===== src/hdl/mfdl_pkg.sv =====
`default_nettype none

package mfdl_pkg;

  localparam int unsigned DEFAULT_DEPTH = 131072;

  localparam int SMP_W   = 16;
  localparam int STEP_W  = 5;
  localparam int OPA_W   = 33;
  localparam int OPB_W   = 19;
  localparam int PROD_W  = OPA_W + OPB_W;
  localparam int ACC_W   = PROD_W + 1;
  localparam int RND_W   = ACC_W - 16;
  localparam int DQ_W    = 36;

  localparam int CFG_IDX_W  = 3;
  localparam int CFG_DATA_W = 18;

  localparam logic [CFG_IDX_W-1:0] REG_SAMPLE_RATE = 3'd0;
  localparam logic [CFG_IDX_W-1:0] REG_SMOOTH_COEF = 3'd1;
  localparam logic [CFG_IDX_W-1:0] REG_FEEDBACK    = 3'd2;
  localparam logic [CFG_IDX_W-1:0] REG_WET_MIX     = 3'd3;
  localparam logic [CFG_IDX_W-1:0] REG_MODE        = 3'd4;

  localparam logic [17:0] RST_SAMPLE_RATE = 18'd48000;
  localparam logic [15:0] RST_SMOOTH_COEF = 16'd66;
  localparam logic [15:0] RST_FEEDBACK    = 16'd0;
  localparam logic [16:0] RST_WET_MIX     = 17'd32768;

  // 3 ms and 2 ms in Q2.30, 0.95 in Q0.16
  localparam logic [31:0] MOD_BASE_Q30 = 32'd3221225;
  localparam logic [21:0] MOD_SPAN_Q30 = 22'd2147484;
  localparam logic [15:0] FB_MAX_Q16   = 16'd62259;
  localparam logic [16:0] ONE_Q16      = 17'h10000;

  typedef enum logic [3:0] {
    A_FB, A_SPAN, A_SMOOTH, A_TARGET, A_AUDIO, A_LAST, A_S0, A_DIFF, A_RD
  } opa_e;

  typedef enum logic [3:0] {
    B_FBMAX, B_MOD2, B_DRYCOEF, B_COEF, B_RATE, B_ONE, B_GAIN, B_FRAC, B_DRYMIX, B_WET
  } opb_e;

  typedef enum logic [1:0] {ACC_HOLD, ACC_LOAD, ACC_ADD} acc_e;

  typedef enum logic [2:0] {
    WB_NONE, WB_GAIN, WB_TARGET, WB_SMOOTH, WB_DELAY, WB_STORE, WB_READ, WB_MIX
  } wb_e;

  typedef enum logic [1:0] {CAP_NONE, CAP_S0, CAP_S1} cap_e;
  typedef enum logic [1:0] {JMP_NONE, JMP_ALWAYS, JMP_MODE} jmp_e;
  typedef enum logic {RA_TAP0, RA_TAP1} ra_e;

  typedef struct packed {
    opa_e              a_sel;
    opb_e              b_sel;
    acc_e              acc;
    wb_e               wb;
    ra_e               ra;
    cap_e              cap;
    jmp_e              jmp;
    logic [STEP_W-1:0] target;
    logic              fin;
  } ctl_t;

  localparam ctl_t CTL_NOP = '{
    a_sel:  A_FB,
    b_sel:  B_FBMAX,
    acc:    ACC_HOLD,
    wb:     WB_NONE,
    ra:     RA_TAP0,
    cap:    CAP_NONE,
    jmp:    JMP_NONE,
    target: '0,
    fin:    1'b0
  };

endpackage

`default_nettype wire


===== src/hdl/mfdl_seq.sv =====
`default_nettype none

module mfdl_seq
  import mfdl_pkg::*;
(
  input  logic clk_i,
  input  logic rst_ni,
  input  logic start_i,
  input  logic mode_i,
  input  logic hold_i,
  output logic busy_o,
  output ctl_t ctl_o
);

  localparam logic [STEP_W-1:0] UA_MOD    = 5'd3;
  localparam logic [STEP_W-1:0] UA_SMOOTH = 5'd6;

  logic [STEP_W-1:0] step_q, step_d;
  logic              run_q, run_d;

  // Product issued in one step is accumulated in the next; a writeback
  // reads the accumulator the step after that.
  function automatic ctl_t ucode(input logic [STEP_W-1:0] a);
    ctl_t c;
    c = CTL_NOP;
    case (a)
      5'd0: begin
        c.a_sel = A_FB;     c.b_sel = B_FBMAX;
        c.jmp   = JMP_MODE; c.target = UA_MOD;
      end
      5'd1: c.acc = ACC_LOAD;
      5'd2: begin
        c.wb = WB_GAIN; c.jmp = JMP_ALWAYS; c.target = UA_SMOOTH;
      end
      5'd3: begin
        c.a_sel = A_SPAN; c.b_sel = B_MOD2;
      end
      5'd4: c.acc = ACC_LOAD;
      5'd5: c.wb = WB_TARGET;
      5'd6: begin
        c.a_sel = A_SMOOTH; c.b_sel = B_DRYCOEF;
      end
      5'd7: begin
        c.a_sel = A_TARGET; c.b_sel = B_COEF; c.acc = ACC_LOAD;
      end
      5'd8: c.acc = ACC_ADD;
      5'd9: c.wb = WB_SMOOTH;
      5'd10: begin
        c.a_sel = A_SMOOTH; c.b_sel = B_RATE;
      end
      5'd11: c.acc = ACC_LOAD;
      5'd12: c.wb = WB_DELAY;
      5'd13: begin
        c.ra = RA_TAP0; c.a_sel = A_AUDIO; c.b_sel = B_ONE;
      end
      5'd14: begin
        c.ra    = RA_TAP1; c.cap   = CAP_S0;
        c.a_sel = A_LAST;  c.b_sel = B_GAIN; c.acc = ACC_LOAD;
      end
      5'd15: begin
        c.cap = CAP_S1; c.a_sel = A_S0; c.b_sel = B_ONE; c.acc = ACC_ADD;
      end
      5'd16: begin
        c.wb = WB_STORE; c.a_sel = A_DIFF; c.b_sel = B_FRAC; c.acc = ACC_LOAD;
      end
      5'd17: c.acc = ACC_ADD;
      5'd18: begin
        c.wb = WB_READ; c.a_sel = A_AUDIO; c.b_sel = B_DRYMIX;
      end
      5'd19: begin
        c.a_sel = A_RD; c.b_sel = B_WET; c.acc = ACC_LOAD;
      end
      5'd20: c.acc = ACC_ADD;
      5'd21: begin
        c.wb = WB_MIX; c.fin = 1'b1;
      end
      default: c = CTL_NOP;
    endcase
    return c;
  endfunction

  assign ctl_o  = run_q ? ucode(step_q) : CTL_NOP;
  assign busy_o = run_q;

  always_comb begin
    step_d = step_q;
    run_d  = run_q;
    if (start_i) begin
      step_d = '0;
      run_d  = 1'b1;
    end else if (run_q && !hold_i) begin
      if (ctl_o.fin) begin
        run_d = 1'b0;
      end else if (ctl_o.jmp == JMP_ALWAYS || (ctl_o.jmp == JMP_MODE && mode_i)) begin
        step_d = ctl_o.target;
      end else begin
        step_d = step_q + 1'b1;
      end
    end
  end

  always_ff @(posedge clk_i or negedge rst_ni) begin
    if (!rst_ni) begin
      step_q <= '0;
      run_q  <= 1'b0;
    end else begin
      step_q <= step_d;
      run_q  <= run_d;
    end
  end

endmodule

`default_nettype wire


===== config.mk =====
export PLATFORM = sky130hd
export DESIGN_NAME = mfdl_seq
export DESIGN_NICKNAME = d
export VERILOG_FILES = /design/src/hdl/mfdl_pkg.sv /design/src/hdl/mfdl_seq.sv
export SDC_FILE = /design/constraint.sdc
export NUM_CORES = 1
export LEC_CHECK = 0
export ABC_AREA = 1
export BUFFER_PORTS_ARGS = -buffer_cell sky130_fd_sc_hd__buf_2
export CORE_UTILIZATION = 40
export DETAILED_ROUTE_END_ITERATION = 10
export PLACE_DENSITY = 0.68
export SYNTH_ARGS = -nofsm -noshare
export SYNTH_HDL_FRONTEND = slang
export SYNTH_SLANG_ARGS = --single-unit

===== constraint.sdc =====
create_clock -name clk_i -period 1.7 [get_ports clk_i]
set_input_delay 0.34 -clock clk_i [delete_from_list [all_inputs] [get_ports clk_i]]
set_output_delay 0.34 -clock clk_i [all_outputs]
set_load 0.02 [all_outputs]

# Word level (Yosys, flattened, before mapping)
# Cells that the tools add are included.
# totals
regBits	6
in_bits	5
output_inout_bits	25
elab_cells	53
# classes
addsub	1
eq_ne	24
n_mux	15
n_reduce_logical	11
# ops
op	n
8-bit one-hot mux with 10 select lines	1
5-bit by 4-bit equality test with 1-bit output (second input constant)	8
5-bit equality test (second input constant)	6
24-bit two-way mux	1
3-bit one-hot mux with 7 select lines	1
5-bit by 3-bit equality test with 1-bit output (second input constant)	4
5-bit two-way mux	4
7-bit one-hot mux with 2 select lines	1
5-bit by 2-bit equality test with 1-bit output (second input constant)	2
2-bit one-hot mux with 2 select lines	2
7-bit OR reduction	1
5-bit by 1-bit adder with 5-bit output (second input constant)	1
5-bit by 1-bit equality test with 1-bit output (second input constant)	1
5-bit logical NOT	1
1-bit two-way mux	5
2-bit AND reduction	2
2-bit nonzero test	2
4-bit OR reduction	1
2-bit by 1-bit equality test with 1-bit output (second input constant)	1
2-bit equality test (second input constant)	1
1-bit logical AND	2
2-bit inequality test (second input constant)	1
1-bit logical NOT	1
1-bit logical OR	1

# Longest topological paths before layout
# Gate-level depths: netlist of the first run.
# logic_depth
ltp_word	11
ltp_mapped	10
depth_no_buf	10

# Least setup slack after synthesis of the first run
# OpenSTA, ideal clock, no wires.
# synth_timing
path_type	register to output
startpoint	register step_q[0]
endpoint	output port ctl_o[18] (netlist name)
t_arrival_ns	1.436
required_time_ns	1.360
slack_ns	-0.076
stages_incl_launch_ff	9
path_cell_list	dfrtp_1 ha_1 inv_1 nor2_1 ha_1 inv_1 nand2_2 nor2_1 nor2_1
# synth_rtl
item	line_no	rtl
from (decl)	mfdl_seq.sv:18	logic [STEP_W-1:0] step_q, step_d;
from (signal assigned)	mfdl_seq.sv:107	step_q <= step_d;
to (decl)	mfdl_seq.sv:12	output ctl_t ctl_o

==> results of run 1 <==
power groups by stage:
stage	clock network [mW]	logic (mW)	registers, mW
4_1_cts	0.139	0.438	0.161
5_1_grt	0.146	0.552	0.170
3_3_place_gp	0	0.314	0.159
3_5_place_dp	0	0.319	0.161
2_1_floorplan	0	0.216	0.160
6_report	0.132	0.525	0.169
routing by layer:
layer	part of all wire (%)	track usage [%]	vias to the layer above	wire, microns
met5	0	0	-	0
met4	7.1	13.9	0	255
met3	3.2	1.21	25	116
met2	50	48.4	52	1800
met1	39	26.9	556	1420
li1	-	-	587	-
what timing repair did:
action                                  4_1_cts  5_1_grt
pin swaps                                    13       17
resized for setup                            71       42
endpoints found under the setup margin       22       22
hold buffers                                  1        0
endpoints found under the hold margin         6        0
setup buffers                                10       12
flip-flops by register name (all words and copies together), names as in the netlist:
| register | cells |
|---|---|
| busy_o | 1 |
| step_q | 5 |
logic make-up after synthesis:
family | synth area share, %
AND/OR/NAND/NOR | 51.5
buffers and inverters | 17.1
AO/OA/AOI/OAI | 6.62
flip-flops | 15.9
adder cells (fa/ha/maj) | 6.62
XOR/XNOR | 1.85
other | 0.397
synthesized netlist by cell type (all sizes together):
cell    number
nand2       48
nor2        26
inv         22
nand3       15
buf          9
o21ai        7
dfrtp        6
ha           5
a21oi        4
nor3         3
xor2         2
clkinv       1
conb         1
nand3b       1
path summary, 6_finish.rpt:
check                          start        end
setup / recovery           step_q[3]  ctl_o[17]
hold / removal                hold_i     busy_o
setup reg to reg           step_q[3]  step_q[2]
hold reg to reg               busy_o     busy_o
max in group asynchronous     rst_ni  step_q[1]
min in group asynchronous     rst_ni  step_q[4]
worst register-to-register path, cell delays in order, from the launching register on:
cell     delay [ps]
dfrtp_1         440
buf_12          170
nor2_8          150
nand2_4          80
buf_4           140
buf_6           110
nor2_4          110
buf_4           120
buf_4            90
nand2_2          60
nand2_1          80
nand2_1          40
nand2_1          50
nand2_1          50
layout by cell type (no fill, tap or decap):
| cell type | n |
|---|---|
| buf_4 | 37 |
| nand2_1 | 26 |
| buf_6 | 25 |
| nand2_2 | 15 |
| inv_2 | 11 |
| nor2_4 | 10 |
| nand3_1 | 9 |
| nor2_2 | 8 |
| nand2_4 | 7 |
| inv_1 | 7 |
| nor2_1 | 7 |
| buf_2 | 6 |
| ha_4 | 5 |
| o21ai_1 | 4 |
| inv_4 | 3 |
| nand3_2 | 3 |
| nand3_4 | 3 |
| a21oi_2 | 3 |
| dfrtp_1 | 3 |
| clkbuf_4 | 3 |
| dfrtp_2 | 3 |
| o21ai_2 | 2 |
| nor3_2 | 2 |
| xor2_1 | 2 |
| conb_1 | 2 |
| inv_6 | 1 |
| nor2_8 | 1 |
| clkinv_1 | 1 |
| nor3_4 | 1 |
| a21oi_1 | 1 |
| nand3b_1 | 1 |
| o21ai_0 | 1 |
| dlygate4sd3_1 | 1 |
| buf_12 | 1 |
through the flow:
stage | instance area [sq um] | power (mW)
2_1_floorplan | 958 | 0.376
3_3_place_gp | 1240 | 0.473
3_5_place_dp | 1240 | 0.479
4_1_cts | 1580 | 0.738
5_1_grt | 1800 | 0.867
6_report | 1800 | 0.826
area by class of cell:
type	count	area [sq um]
Clock buffer	3	22.5
Fill cell	122	408
Inverter	23	98.8
Multi-Input combinational cell	113	875
Sequential cell	6	154
Tap cell	28	35.0
Timing Repair Buffer	70	619
==> results.toml, run 1 <==
[cts]
tritoncts = "yes"
clock_sinks = 6
clk-insertion-delay-late_ps = 250
clkSlewWorstSetupHoldPaths_ps = 40
cts_max_level = 1
cts_max_path_buffers = 2
root_buffer = "clkbuf_4"
numCtsBuffers = 3

[synth]
syn_avg_cell_area_sq_um = 6.30
netlist.area_leader.share_pct = 15.9
yosys.area.top_type = "dfrtp_1"
ys_seq_area_share_pct = 15.9
synth_cells = 150
ys_ff_latch = 6
yosys-top-cells-area = "dfrtp_1 (16%), nand2_1 (14%), nor2_1 (6.8%)"
yosysWarnings = 0
synth_cell_type_count = 26
syn-cell-area_sq_um = 945

[worst_setup_path]
crit_required_ps = 1360
worst_setup_path_end_kind = "output pin"
r2r_cells = 13
crit_family = "simple AND/OR/NAND/NOR gates"
crit_path_cell_trace = "buf_12 -> nor2_1 -> nand3_4 -> nand2_2 -> nor2_4 -> nand2_1 -> nand2_1 -> inv_1 -> buf_2"
cpPeakStageDelay_ps = 440
cp.arrival_ps = 1720
cp_slowest_cell = "dfrtp_1"
path_max_fanout = 4
crit_type = "reg -> out"
regToRegSetupSlack_ps = -90
cp.depth = 9
critPathBufInv = 3
start_kind = "flop"
path_common_cell = "nand2_1"

[pwr]
net-switching-power_mw = 0.333
peakVddDrop_mv = 0.424
swShare_pct = 40.3
power_frac_comb_pct = 63.6
power_density_nw_per_um2 = 458
p_clk_share_pct = 16.0
power.leakage_nw = 0.946
power_frac_seq_pct = 20.4
p_int_mw = 0.493

[sta]
setup_tns_ps = -5310
rsz0062_at_grt = "true"
hold_viol = 0
fin_ws_ps = -358
min_period_over_period_pct = 121
worst_slew_pin_slew_ps = 524
min_period_ps = 2060
hold-worst-slack_ps = 373
setup_viol = 26
max-slew-margin-rel_pct = 65.0
fmax_ghz = 0.486
finalMaxSlewViolations = 0
clock-skew-final_ps = 3.90

[detailed_routing]
drtPass1Iterations = 4
wl_per_cell_microns = 14.8
drtIter0Drc = 17
vias_per_cell = 5.02
postRouteAntennaNets = 0
drc = 0
vias = 1220
routed_wl_microns = 3600

[grt]
grt_max_degree = 13
grt_pass1_vias = 1125
antenna_found_initial = 0
gr-total-overflow = 0
grt_pass1_wl_microns = 4840
grt_usage_pct = 25.2

[placed_design]
dp_hpwl_microns = 2010
gp_congestion = 0.865
dp_cells = 219
pre_cts_slack_ps = -92.1
portBuffers = 27

[floorplanning]
initial_utilization_pct = 42.7
dieArea_sq_um = 2560
coreArea_sq_um = 2210
io_pins = 30
die_w_microns = 50.6
die_y_microns = 50.6
rows = 17

[worst_hold_path]
hp-class = "in -> reg"
hold_path_depth = 3

[outcome]
status = "finished with violations"
violations = "negative setup slack"

[job]
maxCapViolations = 0

[final_layout]
fin_util_pct = 81.6
drive_gt1_share_pct = 69.8
fin_cells = 243
area_growth_pct = 91.0
diodes = 0
nets = 227
Power figures use the tool's default switching activity.
==> run 2: changes to the inputs <==
--- a/config.mk
+++ b/config.mk
@@ -7,6 +7,7 @@
 export LEC_CHECK = 0
 export ABC_AREA = 1
 export BUFFER_PORTS_ARGS = -buffer_cell sky130_fd_sc_hd__buf_2
+export CORE_MARGIN = 2
 export CORE_UTILIZATION = 40
 export DETAILED_ROUTE_END_ITERATION = 10
 export PLACE_DENSITY = 0.68
==> run 2 against run 1 <==
  * Core utilization is 6.5 points lower
  * Critical path depth fell by 1
  * Critical path type unchanged
  * Routed wire length decreased by 14%
  * Largest cell class unchanged
  * The run still ends with negative setup slack left
  * Largest power group unchanged
==> results.toml, run 2 (synthesis results as in run 1) <==
[worst_setup_path]
worst_setup_path_end_kind = "output pin"
cpPeakStageDelay_ps = 440
path_common_cell = "buf_4"
reg2reg_to = "step_q[2]"
crit_type = "reg -> out"
crit_required_ps = 1360
cp_slowest_cell = "dfrtp_2"
crit_end = "ctl_o[20]"
path_max_fanout = 4
cp.arrival_ps = 1680
crit_path_cell_trace = "inv_2 -> ha_2 -> buf_4 -> nand2_4 -> nor2_4 -> nor2_2 -> a21oi_1 -> buf_4"
worstSetupStartpoint = "step_q[1]"
regToRegSetupSlack_ps = 80
r2r_start = "step_q[1]"
start_kind = "flop"
r2r_cells = 12

[pwr]
power_frac_seq_pct = 21.6
net-switching-power_mw = 0.296
power_density_nw_per_um2 = 457
power_frac_comb_pct = 61.3
power.leakage_nw = 0.898
p_int_mw = 0.462
peakVddDrop_mv = 0.424
p_clk_share_pct = 17.1
power.total_mw = 0.758
swShare_pct = 39.1

[final_layout]
mostFrequentLayoutCells = "buf_4 (38), nand2_1 (30), buf_6 (22)"
largest_reg_flops = 5
largest_register = "step_q"
nets = 224
fin_cells = 240
layout_commonest_cell = "buf_4"
area_growth_pct = 75.8
drive_gt1_share_pct = 63.7
diodes = 0
fillCellCount = 163

[sta]
rsz0062_at_grt = "true"
finalMaxSlewViolations = 0
min_period_over_period_pct = 119
min_period_ps = 2020
fin_ws_ps = -316
setup_viol = 22
fmax_ghz = 0.496
hold_viol = 0
clock-skew-final_ps = 1.05

[detailed_routing]
wl_per_cell_microns = 12.9
drtPass1Iterations = 4
vias = 1146
drc = 0
drtIter0Drc = 25
postRouteAntennaNets = 0
vias_per_cell = 4.78
routed_wl_microns = 3100

[floorplanning]
coreArea_sq_um = 2210
dieArea_sq_um = 2770
die_y_microns = 52.6
rows = 17
initial_utilization_pct = 42.7
io_pins = 30
die_w_microns = 52.6

[cts]
numCtsBuffers = 3
root_buffer = "clkbuf_4"
clock_sinks = 6
clk-insertion-delay-late_ps = 240
clkSlewWorstSetupHoldPaths_ps = 40
cts_max_path_buffers = 2
cts_max_level = 1
tritoncts = "yes"

[worst_hold_path]
hp-class = "in -> reg"

[placed_design]
dp_hpwl_microns = 2080
dp_cells = 221
portBuffers = 27
gp_congestion = 0.884

[outcome]
status = "finished with violations"
violations = "negative setup slack"

[grt]
grt_pass1_vias = 1086
grt_pass1_wl_microns = 4720
grt_max_degree = 13
grt_usage_pct = 23.1
antenna_found_initial = 0
gr-total-overflow = 0

[job]
maxCapViolations = 0
## run 2: worst min path at each step
| stage | startpoint | endpoint | slack [ps] | cells after the start |
|---|---|---|---|---|
| floorplan | rst_ni | busy_o | 40 | 0 |
| global placement | rst_ni | busy_o | 170 | 1 |
| detailed placement | rst_ni | step_q[2] | 170 | 1 |
| CTS | hold_i | busy_o | 370 | 3 |
| global route | hold_i | busy_o | 390 | 3 |
| finish | hold_i | busy_o | 370 | 3 |
## run 2: critical path, delay by kind of cell (launching register included)
family	cells	cell delay [ps]
AOI/OAI and AO/OA	1	170
buffers and inverters	3	370
and+or+nand+nor	3	280
DFF	1	440
adders and majority gates	1	170
## run 2: routing by layer
metal | track usage [%] | share of wire [%] | routed length, microns | up-vias
met5 | 0 | 0 | 0 | -
met4 | 8.55 | 3.2 | 99 | 0
met3 | 2.86 | 4.0 | 125 | 11
met2 | 44.4 | 55 | 1720 | 38
met1 | 25.3 | 37 | 1160 | 521
li1 | - | - | - | 576
## run 2: timing repair
item / CTS / global route
setup endpoints to repair: 21 / 24
hold buffers: 1 / 0
buffers inserted: 8 / 8
pin swaps: 12 / 5
resized for setup: 60 / 23
hold endpoints to repair: 6 / 0
## run 2: power groups by stage
stage                     clock (mW)  combinational [mW]  sequential [mW]
after CTS                      0.131               0.415            0.159
after detailed placement           0               0.323            0.160
final                          0.129               0.465            0.164
after global routing           0.145               0.499            0.165
after global placement             0               0.320            0.160
after floorplan                    0               0.216            0.160
## run 2: area by class of cell
type                    count  area [sq um]  share of cell area [%]
clock buffers               3          22.5                    1.36
inverters                  23          93.8                    5.65
multi-input cells         113           767                    46.2
flip-flops and latches      6           154                    9.27
well taps                  28          35.0                    2.11
repair buffers             67           588                    35.4
## run 2: stage by stage
step	hold slack (ps)	worst slack (ps)	instance area [sq um]	utilization, %	TNS (ps)
after global routing	387	-417	1660	75.1	-6320
after global placement	165	-65.6	1250	56.6	-323
after CTS	371	-305	1520	68.7	-3970
after floorplan	44.4	15.9	958	-	0
after detailed placement	166	-91.6	1250	56.6	-433
final	368	-316	1660	75.1	-4460
==> run 3: changes to the inputs <==
--- a/config.mk
+++ b/config.mk
@@ -8,9 +8,8 @@
 export ABC_AREA = 1
 export BUFFER_PORTS_ARGS = -buffer_cell sky130_fd_sc_hd__buf_2
 export CORE_MARGIN = 2
-export CORE_UTILIZATION = 40
+export CORE_UTILIZATION = 38
 export DETAILED_ROUTE_END_ITERATION = 10
-export PLACE_DENSITY = 0.68
 export SYNTH_ARGS = -nofsm -noshare
 export SYNTH_HDL_FRONTEND = slang
 export SYNTH_SLANG_ARGS = --single-unit
==> run 3 against run 2 <==
  * The flow still finishes with violations (negative setup slack)
  * Non-clock buffer count is 1 lower
  * Global-route usage down 3.3 points
  * Die area increased by 4.9%
  * Final cell count is 0.42% higher
  * Combinational power hardly changed
  * Total power increased by 0.43%
  * Worst setup slack improved by 25 ps
  * Maximum frequency is 1.3% higher
  * Sequential power grew 3%
  * Routed wire length fell by 3.1%
  * Clock-buffer cell count did not move
  * Via count grew 0.79%
  * Critical endpoint is now ctl_o[21]
  * Largest cell class unchanged
  * Largest power group unchanged
  * Highest routed layer unchanged
==> results.toml, run 3 (synthesis results as in run 1) <==
[cts]
cts_max_path_buffers = 2
tritoncts = "yes"
root_buffer = "clkbuf_4"
clkSlewWorstSetupHoldPaths_ps = 40
clock_sinks = 6
clk-insertion-delay-late_ps = 240
cts_max_level = 1
numCtsBuffers = 3

[placed_design]
gp_congestion = 0.837
dp_hpwl_microns = 2100
dp_cells = 224
portBuffers = 27

[grt]
grt_use_met3_pct = 2.50
grt_busiest_layer = "met2"
use_met2_pct = 39.2
gr-total-overflow = 0
grt_pass1_vias = 1005
met1_usage_pct = 21.3
grt_usage_pct = 19.8
antenna_found_initial = 0
grt_max_degree = 13
grt_pass1_wl_microns = 4170

[worst_setup_path]
cp_slowest_cell = "dfrtp_2"
start_kind = "flop"
crit_family = "flip-flops"
path_max_fanout = 4
crit_required_ps = 1360
path_common_cell = "nor2_2"
critPathBufInv = 3
crit_type = "reg -> out"
r2r_cells = 11
cp.arrival_ps = 1650
crit_path_cell_trace = "inv_4 -> ha_4 -> nand2_4 -> nor2_4 -> inv_2 -> nand3_4 -> nor2_2 -> nor2_2 -> buf_6"
cp.depth = 9
worst_setup_path_end_kind = "output pin"
cpPeakStageDelay_ps = 470

[pwr]
power_density_nw_per_um2 = 427
power.total_mw = 0.762
p_clk_share_pct = 16.7
power.leakage_nw = 0.957
net-switching-power_mw = 0.303
swShare_pct = 39.8
peakVddDrop_mv = 0.566
power_frac_seq_pct = 22.2
power_frac_comb_pct = 61.1
p_int_mw = 0.459

[detailed_routing]
postRouteAntennaNets = 0
routed_wl_microns = 3010
vias_per_cell = 4.79
wl_per_cell_microns = 12.5
drtPass1Iterations = 4
vias = 1155
drc = 0
drtIter0Drc = 17

[final_layout]
nets = 223
fin_cells = 241
largest_register = "step_q"
diodes = 0
register_area_sq_um = 155
area_growth_pct = 88.9
mostFrequentLayoutCells = "buf_4 (36), nand2_1 (27), buf_6 (23)"
fillCellCount = 181
largest_reg_flops = 5
drive_gt1_share_pct = 69.2
multi_input_area_sq_um = 883
layout_commonest_cell = "buf_4"

[floorplanning]
io_pins = 30
die_y_microns = 53.9
dieArea_sq_um = 2900
coreArea_sq_um = 2410
die_w_microns = 53.9
rows = 18
initial_utilization_pct = 39.2

[sta]
min_period_over_period_pct = 117
hold-worst-slack_ps = 360
finalMaxSlewViolations = 0
rsz0062_at_grt = "true"
hold_viol = 0
setup_viol = 22
fin_ws_ps = -291
worst_slew_pin_slew_ps = 574
max-slew-margin-rel_pct = 61.7
clock-skew-final_ps = 1.03
min_period_ps = 1990
fmax_ghz = 0.502

[worst_hold_path]
hold_path_depth = 3
hp-class = "in -> reg"

[job]
maxCapViolations = 0

[outcome]
violations = "negative setup slack"
status = "finished with violations"
run 3: changes by cell type in the layout (fill, tap and decap cells not counted), sizes merged:
cell,change
buf,-1
run 3: what timing repair did:
item / CTS / global route
endpoints found under the setup margin: 21 / 22
hold buffers: 1 / 0
gates resized for setup: 44 / 72
pin swaps: 1 / 24
buffers inserted: 2 / 12
endpoints found under the hold margin: 6 / 0
run 3: final timing paths:
check	endpoint	startpoint	slack [ps]
min in group asynchronous	busy_o	rst_ni	450
worst max register to register	step_q[0]	step_q[2]	130
worst min-delay path	busy_o	hold_i	360
worst min register to register	busy_o	busy_o	590
max in group asynchronous	step_q[4]	rst_ni	1090
worst max-delay path	ctl_o[21]	step_q[1]	-290
run 3: final cells by class:
type / count / area share, %
Timing Repair Buffer: 66 / 32.7
Multi-Input combinational cell: 113 / 49.5
Sequential cell: 6 / 8.70
Inverter: 23 / 5.68
Clock buffer: 3 / 1.26
Tap cell: 30 / 2.10
run 3: per-layer routing:
metal  vias to the layer above  share of wire, %
met4                         0              0.50
met5                         -                 0
met3                         4               3.0
li1                        575                 -
met2                        28                58
met1                       548                39
run 3: worst register-to-register path: stages (launching register included):
cell,delay (ps)
dfrtp_1,370
buf_6,140
buf_4,110
inv_2,40
nor2_4,150
nand3_4,110
buf_6,130
buf_4,130
nand3_2,90
inv_2,50
nand3_1,70
nand2_1,60
run 3: metrics by stage:
stage          TNS (ps)  setup slack (ps)  area, sq um  util, %
3_5_place_dp       -454             -72.7         1250     51.8
3_3_place_gp       -455             -93.6         1250     51.8
4_1_cts           -3680              -262         1440     59.7
6_report          -4020              -291         1780     74.0
5_1_grt           -5560              -358         1780     74.0
2_1_floorplan         0              15.9          958        -
run 3: power by group through the flow:
stage	Clock (mW)	Combinational [mW]	Sequential, mW
final	0.127	0.466	0.169
after global routing	0.142	0.495	0.170
after CTS	0.137	0.379	0.166
after detailed placement	0	0.335	0.161
after global placement	0	0.332	0.160
after floorplan	0	0.216	0.160
